File: src/hw/rtl/assert_macros.svh
// Assertion helpers shared by the RTL modules.
`ifndef ASSERT_MACROS_SVH
`define ASSERT_MACROS_SVH

// Same-cycle implication, disabled during reset.
`define RDB_ASSERT_NOW(lbl, ante, cons, msg) \
    lbl: assert property (@(posedge clk) disable iff (!rst_n) (ante) |-> (cons)) \
        else $error(msg);

// Next-cycle implication, disabled during reset.
`define RDB_ASSERT_NEXT(lbl, ante, cons, msg) \
    lbl: assert property (@(posedge clk) disable iff (!rst_n) (ante) |=> (cons)) \
        else $error(msg);

`endif

File: src/hw/rtl/rdb_pkg.sv
`timescale 1ns / 1ps
package rdb_pkg;

    localparam int ROW_W     = 7;
    localparam int COL_W     = 7;
    localparam int PIX_W     = 24;
    localparam int H_W       = 8;
    localparam int DIM_W     = 8;
    localparam int ADDR_W    = ROW_W + COL_W;
    localparam int FRAC_W    = 12;
    localparam int COEF_W    = 13;
    localparam int PROD_W    = COEF_W + H_W;
    localparam int ROM_DEPTH = 256;
    localparam int DIM_MAX   = 128;
    localparam int PADDR_W   = 3;
    localparam int REG_IDX_W = 1;

    localparam logic [DIM_W-1:0] DIM_RESET = DIM_W'(DIM_MAX);

    localparam logic [REG_IDX_W-1:0] REG_ROWS = 1'd0;
    localparam logic [REG_IDX_W-1:0] REG_COLS = 1'd1;

    typedef enum logic
    {
        CMD_LOAD   = 1'b0,
        CMD_RENDER = 1'b1
    } cmd_t;

    typedef struct packed
    {
        logic [DIM_W-1:0] rows;
        logic [DIM_W-1:0] cols;
    } dims_t;

    typedef struct packed
    {
        cmd_t             cmd;
        logic             interior;
        logic [ROW_W-1:0] row;
        logic [COL_W-1:0] col;
        logic [PIX_W-1:0] pixel;
        logic [H_W-1:0]   height;
    } item_t;

    typedef logic [COEF_W-1:0] coef_rom_t [ROM_DEPTH];

    // Magnitude of tan(a - asin(sin a / 1.33)), a = atan(m), in Q(FRAC_W).
    // Exact integer form: square root by bit pairs, rounded quotient by
    // restoring shift-subtract. Evaluated at elaboration only.
    function automatic logic [COEF_W-1:0] coef_mag(input logic [63:0] m);
        logic [63:0] x;
        logic [63:0] res;
        logic [63:0] bitv;
        logic [63:0] num;
        logic [63:0] den;
        logic [63:0] dividend;
        logic [64:0] divisor;
        logic [64:0] rem;
        logic [63:0] quo;
        x = (64'd17689 + 64'd7689 * m * m) << 32;
        res = 64'd0;
        bitv = 64'd1 << 62;
        for (int i = 0; i < 32; i++)
        begin
            if (x >= res + bitv)
            begin
                x = x - (res + bitv);
                res = (res >> 1) + bitv;
            end
            else
            begin
                res = res >> 1;
            end
            bitv = bitv >> 2;
        end
        num = (m * (res - 64'd6553600)) << FRAC_W;
        den = res + 64'd6553600 * m * m;
        dividend = 64'd2 * num + den;
        divisor = {den, 1'b0};
        rem = 65'd0;
        quo = 64'd0;
        for (int i = 63; i >= 0; i--)
        begin
            rem = {rem[63:0], dividend[i]};
            if (rem >= divisor)
            begin
                rem = rem - divisor;
                quo[i] = 1'b1;
            end
        end
        if (m == 64'd0)
        begin
            quo = 64'd0;
        end
        return quo[COEF_W-1:0];
    endfunction

    function automatic coef_rom_t build_coef_rom();
        coef_rom_t rom;
        for (int i = 0; i < ROM_DEPTH; i++)
        begin
            rom[i] = coef_mag(64'(i));
        end
        return rom;
    endfunction

endpackage

File: src/hw/rtl/rdb_front.sv
`timescale 1ns / 1ps
module rdb_front
    import rdb_pkg::*;
(
    input  logic             in_valid,
    output logic             in_ready,
    input  logic             cmd,
    input  logic [ROW_W-1:0] row,
    input  logic [COL_W-1:0] col,
    input  logic [PIX_W-1:0] pixel_in,
    input  logic [H_W-1:0]   height_in,
    input  dims_t            dims,
    input  logic             q_full,
    output logic             q_push,
    output item_t            q_item
);

    logic [DIM_W:0] row_lim;
    logic [DIM_W:0] col_lim;
    logic           row_in;
    logic           col_in;

    // Interior: 1 <= pos and pos + 2 <= size.
    assign row_lim = (DIM_W+1)'(row) + (DIM_W+1)'(2);
    assign col_lim = (DIM_W+1)'(col) + (DIM_W+1)'(2);
    assign row_in  = (row != '0) && (row_lim <= {1'b0, dims.rows});
    assign col_in  = (col != '0) && (col_lim <= {1'b0, dims.cols});

    assign in_ready = !q_full;
    assign q_push   = in_valid && !q_full;

    always_comb
    begin
        q_item.cmd      = cmd_t'(cmd);
        q_item.interior = (cmd_t'(cmd) == CMD_RENDER) && row_in && col_in;
        q_item.row      = row;
        q_item.col      = col;
        q_item.pixel    = pixel_in;
        q_item.height   = height_in;
    end

endmodule

File: config.mk
export PLATFORM = sky130hd
export DESIGN_NAME = rdb_front
export DESIGN_NICKNAME = d
export VERILOG_FILES = /design/src/hw/rtl/assert_macros.svh /design/src/hw/rtl/rdb_pkg.sv /design/src/hw/rtl/rdb_front.sv
export SDC_FILE = /design/constraint.sdc
export NUM_CORES = 1
export LEC_CHECK = 0
export ABC_AREA = 1
export BUFFER_PORTS_ARGS = -buffer_cell sky130_fd_sc_hd__buf_2
export CAP_MARGIN = 20
export CORE_ASPECT_RATIO = 1.2
export CORE_MARGIN = 1
export CORE_UTILIZATION = 28
export DETAILED_ROUTE_END_ITERATION = 16
export PLACE_DENSITY = 0.64
export SLEW_MARGIN = 20
export SYNTH_ARGS = -nofsm -noshare
export SYNTH_HDL_FRONTEND = slang
export SYNTH_SLANG_ARGS = --single-unit
File: constraint.sdc
create_clock -name vclk -period 3.95
set_input_delay 0.1975 -clock vclk [all_inputs]
set_output_delay 0.1975 -clock vclk [all_outputs]
set_load 0.005 [all_outputs]
; Word level (Yosys, flattened, before mapping)
; Index checks and enable logic that the tools add are counted.
[word_totals]
regBits = 0
inputBits = 65
out_inout_bits = 50
word_cells = 12
[classes]
addsub = 2
magnitude_cmp = 2
n_reduce_logical = 8
[op_table]
columns = operator, n
row1 = 7-bit by 2-bit adder with 8-bit output (second input constant), 2
row2 = 8-bit less-or-equal comparator, 2
row3 = 7-bit nonzero test, 2
row4 = 1-bit logical AND, 5
row5 = 1-bit logical NOT, 1

; Logic depth before layout (Yosys ltp)
[logic_depth]
depth_word = 5
mapped_depth = 12
depth_no_buf = 12

; Worst setup path before layout
; Ideal clock, no wire load.
[synth_path]
kind = input -> output
startpoint = in row[1]
endpoint = out q_item[46] in the netlist's numbering
arrival_ns = 1.441
required_ns = 3.753
setup_slack_ns = 2.312
stages = 12
path_buffers = 0
cell_sequence = ha_1 > nand3_1 > xor2_1 > inv_1 > ha_1 > a21oi_1 > nor2_1 > nor2_1 > nand2_1 > nand2_1 > nand2_1 > nor2_1
[synth_rtl]
columns = element, line
row1 = from (decl), rdb_front.sv:8  ; input logic [ROW_W-1:0] row,
row2 = to (decl), rdb_front.sv:15  ; output item_t q_item

==> impl_metrics.csv <==
group,metric,value,unit
floorplan,ioPinCount,115,
power_and_ir_drop,ir_worst_vdd,40.3,uV
setup_path,cp-end-kind,"output port",
setup_path,cp-startpoint,"row[1]",
placed_design,gp_congestion,0.772,
floorplan,die_w,57.6,um
detailed_routing,drtIter0Drc,33,
timing,rsz0062_at_grt,"no",
detailed_routing,wl_per_cell,8.97,um
logic_synthesis,syn_nets,248,
logic_synthesis,synth_area_leader_cell,"buf_4",
timing,max_slew.worst_pin.slew,0.200,ns
timing,max-slew-margin-rel,86.6,%
layout,fill_cells,415,
layout,regArea,0,um2
detailed_routing,vias,871,
floorplan,dieArea,3960,um2
logic_synthesis,syn-cell-area,1040,um2
timing,finalMaxSlewViolations,0,
timing,fin_tns_setup,0,ns
grt,overflow,0,
setup_path,crit_type,"input port to output port",
clock_network,cts_setup_buffers,0,
floorplan,chipHeight,68.8,um
logic_synthesis,yosysSeqAreaShare,0,%
timing,final.period_utilization,48.4,%
grt,antenna_found_initial,0,
layout,area_growth,-4.93,%
grt,grt_first_pass_wirelength,2930,um
hold_path,hp-class,"input port to output port",
timing,final_hold_viol_count,0,
status,outcome,"complete, but fails checks",
layout,num-clock-buffers,0,
detailed_routing,routed_via_density,4.23,
detailed_routing,final_antenna_net_count,0,
placed_design,place.port_buffers,51,
layout,drive_gt1_share,34.9,%
layout,design_area,988,um2
logic_synthesis,synth.avg_cell_area,6.30,um2
layout,mostFrequentLayoutCells,"buf_2 (51), inv_1 (32), nand2_1 (21)",
run,maxCapViolCount,0,
layout,seq_cells,0,
power_and_ir_drop,leakagePower,0.674,nW
hold_path,min_from,"height_in[0]",
detailed_routing,wl,1850,um
layout,multi_input_area,548,um2
status,violations,"DRC",
layout,final_util,28.6,%
placed_design,hpwl,1690,um
layout,num_antenna_cells,0,
power_and_ir_drop,p_per_area,94.5,nW/um2
logic_synthesis,yosysWarnings,0,
logic_synthesis,syn_inst,165,
floorplan,initial_utilization,30.1,%
detailed_routing,route.detailed.drc,6,
power_and_ir_drop,total_power,0.0934,mW
layout,fin_nets,254,
floorplan,coreArea,3450,um2
setup_path,required,3.75,ns
placed_design,placed_cell_area,988,um2
logic_synthesis,yosysUniqueCellTypes,16,
detailed_routing,firstDrtPassIters,10,
timing,max_freq,523,MHz
setup_path,worstPathMaxFanout,4,
clock_network,ctsResizeCount,0,
grt,grt_pass1_vias,740,
timing,finalSetupViolations,0,
setup_path,cp-start-kind,"input port",
logic_synthesis,synth_area_leaders,"buf_4 (34%), ha_1 (22%), inv_1 (12%), nand2_1 (7.6%), xor2_1 (5.9%)",
clock_network,ctsHoldBuffers,0,
grt,gr-usage-all-layers,9.07,%
timing,min_period,1.91,ns
logic_synthesis,synthDominantCellAreaShare,33.9,%
floorplan,rows,23,
grt,grt_max_degree,7,
setup_path,arrival,1.71,ns
layout,final_common_cell,"buf_2",
==> synth_stat cells, types with 2 or more instances <==
cell	count
nand2_1	21
nand3_1	8
ha_1	18
inv_2	5
inv_1	32
nand4_1	2
a21oi_1	6
xor2_1	7
buf_4	47
nor2_1	12
nor3_2	2
==> critical path, cell delays in order <==
cell	delay, ns
buf_2	0.12
ha_1	0.22
nand3_1	0.12
xor2_1	0.14
inv_1	0.05
ha_1	0.28
a21oi_1	0.13
nor2_1	0.05
nor2_1	0.08
nand2_1	0.06
nand2_1	0.05
nand2_1	0.04
nor2_1	0.07
buf_2	0.11
==> per-stage QoR <==
step                      hold slack, ns  cells  worst slack, ns
after CTS                          0.395    206             2.01
after detailed placement           0.395    206             2.02
after global placement             0.395    206             2.04
after floorplan                    0.422    165             2.31
after global routing               0.395    206             1.81
final                              0.395    206             2.04
==> cells by family (layout without fill, tap and decap cells) <==
| kind of cell | count (synthesis) | in the layout | share of synthesized area, % |
|---|---|---|---|
| buffers and inverters | 84 | 88 | 47.3 |
| AND/OR/NAND/NOR | 47 | 47 | 20.3 |
| adder cells (fa/ha/maj) | 18 | 18 | 21.7 |
| XOR/XNOR | 7 | 7 | 5.90 |
| AO/OA/AOI/OAI | 9 | 9 | 4.81 |
==> power by group <==
| part | switching (mW) | internal (mW) |
|---|---|---|
| Sequential | 0 | 0 |
| Combinational | 0.0493 | 0.0441 |
| Clock | 0 | 0 |
==> area by class of cell <==
class	count	share of cell area (%)
multi-input cells	81	55.4
repair buffers	51	25.8
inverters	37	14.1
well taps	37	4.68
==> path summary, 6_finish.rpt <==
| check | end | slack (ns) | cells past startpoint |
|---|---|---|---|
| max | q_item[46] | 2.04 | 14 |
| min | q_item[0] | 0.40 | 0 |
==> layer usage <==
layer,track usage (%),wire length (um),part of all wire [%]
met1,9.52,765,41
met2,19.3,918,50
met3,0.933,151,8.2
met4,1.52,13,0.70
met5,0,0,0
(Power assumes the default switching activity.)
