`src/hw/rtl/assert_macros.svh`:
```
// Assertion helpers shared by the RTL modules.
`ifndef ASSERT_MACROS_SVH
`define ASSERT_MACROS_SVH

// Same-cycle implication, disabled during reset.
`define RDB_ASSERT_NOW(lbl, ante, cons, msg) \
    lbl: assert property (@(posedge clk) disable iff (!rst_n) (ante) |-> (cons)) \
        else $error(msg);

// Next-cycle implication, disabled during reset.
`define RDB_ASSERT_NEXT(lbl, ante, cons, msg) \
    lbl: assert property (@(posedge clk) disable iff (!rst_n) (ante) |=> (cons)) \
        else $error(msg);

`endif

```
`src/hw/rtl/rdb_pkg.sv`:
```
`timescale 1ns / 1ps
package rdb_pkg;

    localparam int ROW_W     = 7;
    localparam int COL_W     = 7;
    localparam int PIX_W     = 24;
    localparam int H_W       = 8;
    localparam int DIM_W     = 8;
    localparam int ADDR_W    = ROW_W + COL_W;
    localparam int FRAC_W    = 12;
    localparam int COEF_W    = 13;
    localparam int PROD_W    = COEF_W + H_W;
    localparam int ROM_DEPTH = 256;
    localparam int DIM_MAX   = 128;
    localparam int PADDR_W   = 3;
    localparam int REG_IDX_W = 1;

    localparam logic [DIM_W-1:0] DIM_RESET = DIM_W'(DIM_MAX);

    localparam logic [REG_IDX_W-1:0] REG_ROWS = 1'd0;
    localparam logic [REG_IDX_W-1:0] REG_COLS = 1'd1;

    typedef enum logic
    {
        CMD_LOAD   = 1'b0,
        CMD_RENDER = 1'b1
    } cmd_t;

    typedef struct packed
    {
        logic [DIM_W-1:0] rows;
        logic [DIM_W-1:0] cols;
    } dims_t;

    typedef struct packed
    {
        cmd_t             cmd;
        logic             interior;
        logic [ROW_W-1:0] row;
        logic [COL_W-1:0] col;
        logic [PIX_W-1:0] pixel;
        logic [H_W-1:0]   height;
    } item_t;

    typedef logic [COEF_W-1:0] coef_rom_t [ROM_DEPTH];

    // Magnitude of tan(a - asin(sin a / 1.33)), a = atan(m), in Q(FRAC_W).
    // Exact integer form: square root by bit pairs, rounded quotient by
    // restoring shift-subtract. Evaluated at elaboration only.
    function automatic logic [COEF_W-1:0] coef_mag(input logic [63:0] m);
        logic [63:0] x;
        logic [63:0] res;
        logic [63:0] bitv;
        logic [63:0] num;
        logic [63:0] den;
        logic [63:0] dividend;
        logic [64:0] divisor;
        logic [64:0] rem;
        logic [63:0] quo;
        x = (64'd17689 + 64'd7689 * m * m) << 32;
        res = 64'd0;
        bitv = 64'd1 << 62;
        for (int i = 0; i < 32; i++)
        begin
            if (x >= res + bitv)
            begin
                x = x - (res + bitv);
                res = (res >> 1) + bitv;
            end
            else
            begin
                res = res >> 1;
            end
            bitv = bitv >> 2;
        end
        num = (m * (res - 64'd6553600)) << FRAC_W;
        den = res + 64'd6553600 * m * m;
        dividend = 64'd2 * num + den;
        divisor = {den, 1'b0};
        rem = 65'd0;
        quo = 64'd0;
        for (int i = 63; i >= 0; i--)
        begin
            rem = {rem[63:0], dividend[i]};
            if (rem >= divisor)
            begin
                rem = rem - divisor;
                quo[i] = 1'b1;
            end
        end
        if (m == 64'd0)
        begin
            quo = 64'd0;
        end
        return quo[COEF_W-1:0];
    endfunction

    function automatic coef_rom_t build_coef_rom();
        coef_rom_t rom;
        for (int i = 0; i < ROM_DEPTH; i++)
        begin
            rom[i] = coef_mag(64'(i));
        end
        return rom;
    endfunction

endpackage

```
`src/hw/rtl/rdb_queue.sv`:
```
`timescale 1ns / 1ps
`include "assert_macros.svh"
module rdb_queue
    import rdb_pkg::*;
(
    input  logic  clk,
    input  logic  rst_n,
    input  logic  push,
    input  item_t push_item,
    output logic  full,
    input  logic  pop,
    output logic  not_empty,
    output item_t head
);

    localparam int DEPTH = 2;
    localparam int PTR_W = $clog2(DEPTH);
    localparam int CNT_W = $clog2(DEPTH + 1);

    item_t            entry_reg [DEPTH];
    logic [PTR_W-1:0] wr_ptr_reg;
    logic [PTR_W-1:0] rd_ptr_reg;
    logic [CNT_W-1:0] count_reg;
    logic [CNT_W-1:0] count_next;
    logic             do_pop;

    assign full      = (count_reg == CNT_W'(DEPTH));
    assign not_empty = (count_reg != '0);
    assign head      = entry_reg[rd_ptr_reg];
    assign do_pop    = pop && not_empty;

    always_comb
    begin
        count_next = count_reg;
        if (push && !do_pop)
        begin
            count_next = count_reg + CNT_W'(1);
        end
        else if (do_pop && !push)
        begin
            count_next = count_reg - CNT_W'(1);
        end
    end

    always_ff @(posedge clk)
    begin
        if (push)
        begin
            entry_reg[wr_ptr_reg] <= push_item;
        end
    end

    always_ff @(posedge clk or negedge rst_n)
    begin
        if (!rst_n)
        begin
            wr_ptr_reg <= '0;
            rd_ptr_reg <= '0;
            count_reg  <= '0;
        end
        else
        begin
            if (push)
            begin
                wr_ptr_reg <= wr_ptr_reg + PTR_W'(1);
            end
            if (do_pop)
            begin
                rd_ptr_reg <= rd_ptr_reg + PTR_W'(1);
            end
            count_reg <= count_next;
        end
    end

    `RDB_ASSERT_NOW(a_q_no_overflow, push, !full, "push into full queue")
    `RDB_ASSERT_NEXT(a_q_drain, do_pop && !push,
        count_reg == $past(count_reg) - CNT_W'(1), "queue count lost on pop")

endmodule

```
`config.mk`:
```
export PLATFORM = sky130hd
export DESIGN_NAME = rdb_queue
export DESIGN_NICKNAME = d
export VERILOG_FILES = /design/src/hw/rtl/rdb_pkg.sv /design/src/hw/rtl/rdb_queue.sv
export VERILOG_INCLUDE_DIRS = /design/src /design/src/hw/rtl
export SDC_FILE = /design/constraint.sdc
export NUM_CORES = 1
export LEC_CHECK = 0
export BUFFER_PORTS_ARGS = -buffer_cell sky130_fd_sc_hd__clkbuf_2
export CORE_MARGIN = 2
export CORE_UTILIZATION = 35
export DETAILED_ROUTE_END_ITERATION = 10
export SYNTH_ARGS = -nofsm -noshare
export SYNTH_HDL_FRONTEND = slang
export SYNTH_SLANG_ARGS = --single-unit
```
`constraint.sdc`:
```
create_clock -name clk -period 3.4 [get_ports clk]
set_input_delay 0.51 -clock clk [delete_from_list [all_inputs] [get_ports clk]]
set_output_delay 0.51 -clock clk [all_outputs]
set_load 0.01 [all_outputs]
```
# Yosys cells after proc, flatten, opt, wreduce, memory -nomap -nowiden
# Memory sizes are Yosys's and may differ from the RTL's.
# Index checks and enable logic that the tools add are counted.
# classes
addsub,4
eq_ne,1
muxes,4
n_reduce_logical,7
# op_table
cell,n
$mux 2,2
$reduce_bool 2->1,2
$logic_and 1x1->1,3
$add 1x1->1 const B,2
$add 2x1->2 const B,1
$eq 2x2->1 const B,1
$logic_not 1->1,2
$mux 1,2
$sub 2x1->2 const B,1
# word_totals
reg_bits,4
mem_bits_rw,96
memories,1
# mem_list
memory,words,width,rd,rd_clocked_by_memory_dff,wr,line,source
entry_reg,2,48,1,0,1,rdb_queue.sv:20,item_t entry_reg [DEPTH];

# Longest topological paths before layout
# logic_depth
ltp_word,5
depth_mapped,6

# Worst setup path before layout
# No wires, ideal clock.
# synth_timing
path_type,input -> register
start,input port push
end,"memory entry_reg[0][0] (netlist bit), enable pin"
setup_ns,0.459
arrival_time_ns,2.641
t_required_ns,2.941
path_slack_ns,0.300
stages,1
cell_sequence,nor2b_1
# synth_between
elab_chain_cells,2
# synth_rtl
element,line,source
"start, declared",rdb_queue.sv:8,"input logic push,"
$mux 1,rdb_queue.sv:47,if (push)
$mux 1 (implied by the code),rdb_queue.sv:49,entry_reg[wr_ptr_reg] <= push_item;
"end, declared",rdb_queue.sv:20,
# Every way passes these cells.

==> impl_metrics.csv <==
group,metric,value,unit
run_status,status,"completed",
yosys,synth_area,0.00370,mm²
timing,slew_headroom,0.521,
final_layout,finish.utilization,0.444,
yosys,ys.flop_type,"edfxtp_1",
drt,antenna_left,0,
drt,routedWlPerCell,14.3,µm
timing,setup_viol,0,
critical_path,rr_worst_depth,2,
critical_path,cp_max_fo,49,
critical_path,cpPeakStageDelay,0.57,ns
floorplanning,die_w,107,µm
pwr,p_leak,1.76,nW
critical_path,r2r_start,"wr_ptr_reg",
yosys,yosys_warnings,0,
timing,fmax,0.427,GHz
grt,grt_max_degree,50,
critical_path,worstPathArrival,1.83,ns
clock_network,clock_latency,0.34,ns
drt,vias,1839,
clock_network,cts-root-buf,"clkbuf_8",
critical_path,critPathSlowestCell,"buf_4",
timing,fin_tns_setup,0,ns
grt,overflow,0,
drt,wl_met1,2600,µm
clock_network,cts_sinks,100,
yosys,syn-num-nets,218,
drt,drc,0,
critical_path,cp_cell_sequence,"buf_4 -> mux2_2 -> clkbuf_2",
yosys,synth_cell_types,15,
drt,met3_length,393,µm
yosys,synth.avg_cell_area,22.4,µm²
critical_path,crit_path_start_kind,"flop",
critical_path,r2r-end,"entry_reg[1][7]",
yosys,synth_common_cells,"96 x edfxtp_1, 38 x mux2_2, 10 x mux2_4",
critical_path,cp-startpoint,"rd_ptr_reg",
yosys,synthCells,165,
clock_network,clkSlewWorstSetupHoldPaths,0.09,ns
final_layout,antennaDiodeCount,0,
clock_network,cts_tree,"done",
final_layout,fillers,916,
final_layout,nNetsFinal,329,
clock_network,h-tree-depth,3,
drt,via_per_inst,4.41,
yosys,synthTopCellsByArea,"edfxtp_1 78%, mux2_2 12%, mux2_4 4.1%",
floorplanning,io_pins,102,
yosys,synth_edf_count,96,
critical_path,cp-endpoint,"head[6]",
placed_design,gp_congestion,0.671,
final_layout,drive_above_1_share,0.601,
grt,grt_usage,0.106,
timing,hold_viol_final,0,
yosys,ys_seq_elements,100,
clock_network,cts.path.max_buffers,2,
timing,worst_pin_slew,0.719,ns
pwr,power,3.52,mW
yosys,yosysMostFrequentCell,"edfxtp_1",
worst_hold_path,holdCritPathClass,"primary input to flop",
job,drv_cap,0,
critical_path,critPathKind,"flop to output pin",
critical_path,required,2.89,ns
timing,finalMaxSlewViolations,0,
critical_path,critPathCaptureType,"output pin",
pwr,power_density,772,mW/mm²
timing,final.period_utilization,0.688,
final_layout,final_area,0.00456,mm²
final_layout,largest_reg_flops,96,
timing,fin_skew,0.00853,ns
drt,routed_wl,5970,µm
timing,rsz0062_at_grt,"no",
drt,routed.top_layer,"met5",
clock_network,cts_buffers,9,
floorplanning,die_h,107,µm
timing,min_period,2.34,ns
floorplanning,core,0.0103,mm²
clock_network,post_cts_resized,0,
critical_path,reg2reg_slack,1.87,ns
grt,grt_pass1_vias,1870,
yosys,synth_top_area_cell,"edfxtp_1",
floorplanning,rows,37,
yosys,ys_seq_area_frac,0.806,
yosys,async_flop_share,0.0400,
floorplanning,die_area,0.0114,mm²
yosys,yosysTopAreaCellShare,0.779,
final_layout,area_delta_synth_final,23.3,%
floorplanning,initial_core_util,0.360,
drt,drt_iter0_drc,55,
worst_hold_path,hold_path_startpoint,"push_item[23]",
pwr,max-vdd-ir-drop,0.333,mV
timing,hold_slack,0.346,ns
drt,met2_length,2900,µm
placed_design,dpl_cell_area,0.00436,mm²
placed_design,dp_hpwl,3640,µm
placed_design,numPortBuffers,101,
grt,antenna_found_initial,1,
grt,grt_pass1_wl,9020,µm
drt,dr.pass1.iters,4,
final cells by class:
type	instances	area, µm²	share of cell area
clock buffers	9	124	0.0272
clock inverters	7	67.6	0.0148
multi-input cells	60	676	0.148
flip-flops and latches	100	2980	0.655
well taps	136	170	0.0373
repair buffers	105	538	0.118
per-stage QoR:
step / setup slack [ns] / cells
after global routing: 0.943 / 417
final: 1.06 / 417
after CTS: 0.992 / 417
after floorplan: 0.300 / 165
after global placement: 1.39 / 400
after detailed placement: 1.39 / 400
cell families after synthesis:
group                    after synthesis  synth area share
AND/OR/NAND/NOR                        6           0.00880
multiplexers                          48             0.156
flip-flops                           100             0.806
adder cells (fa/ha/maj)                1           0.00338
XOR/XNOR                               5            0.0118
buffers and inverters                  5            0.0132
power breakdown:
part           total (mW)  internal [mW]  switching, mW  leakage, nW
Sequential           1.70           1.64         0.0623        0.947
Clock               0.714          0.337          0.377       0.0959
Combinational        1.10          0.525          0.578        0.716
Total                3.52           2.50           1.02         1.76
repair_timing:
| action | 4_1_cts | 5_1_grt |
|---|---|---|
| setup buffers | 0 | 0 |
| hold buffers | 1 | 0 |
| endpoints found under the setup margin | 0 | 0 |
| hold endpoints to repair | 4 | 0 |
cells in the final DEF (no fill, tap or decap), drive strengths merged, types with 2 or more instances in the layout:
cell and instances:
clkinv 6, clkbuf 110, buf 3, dfrtp 4, xnor2 2, edfxtp 96
nor2b 2, xor2 3, mux2 48
per-layer routing:
metal  track usage  vias to the layer above
li1              -                      869
met1         0.126                      895
met2         0.175                       64
met3        0.0347                        9
met4        0.0473                        2
met5             0                        -
critical path: cells and delay by family (launching register included):
family	cells	cell delay, ns
multiplexers	1	0.42
flip-flops	1	0.34
buffers and inverters	2	0.70
worst min-delay path by stage:
stage | cells past startpoint | end | slack (ns)
after global routing | 1 | entry_reg[0][23] | 0.31
after CTS | 1 | entry_reg[0][23] | 0.32
after global placement | 1 | count_reg[0] | 0.32
after detailed placement | 1 | count_reg[0] | 0.33
final | 1 | entry_reg[1][23] | 0.35
after floorplan | 0 | count_reg[0] | 0.21
(Power assumes the default switching activity.)
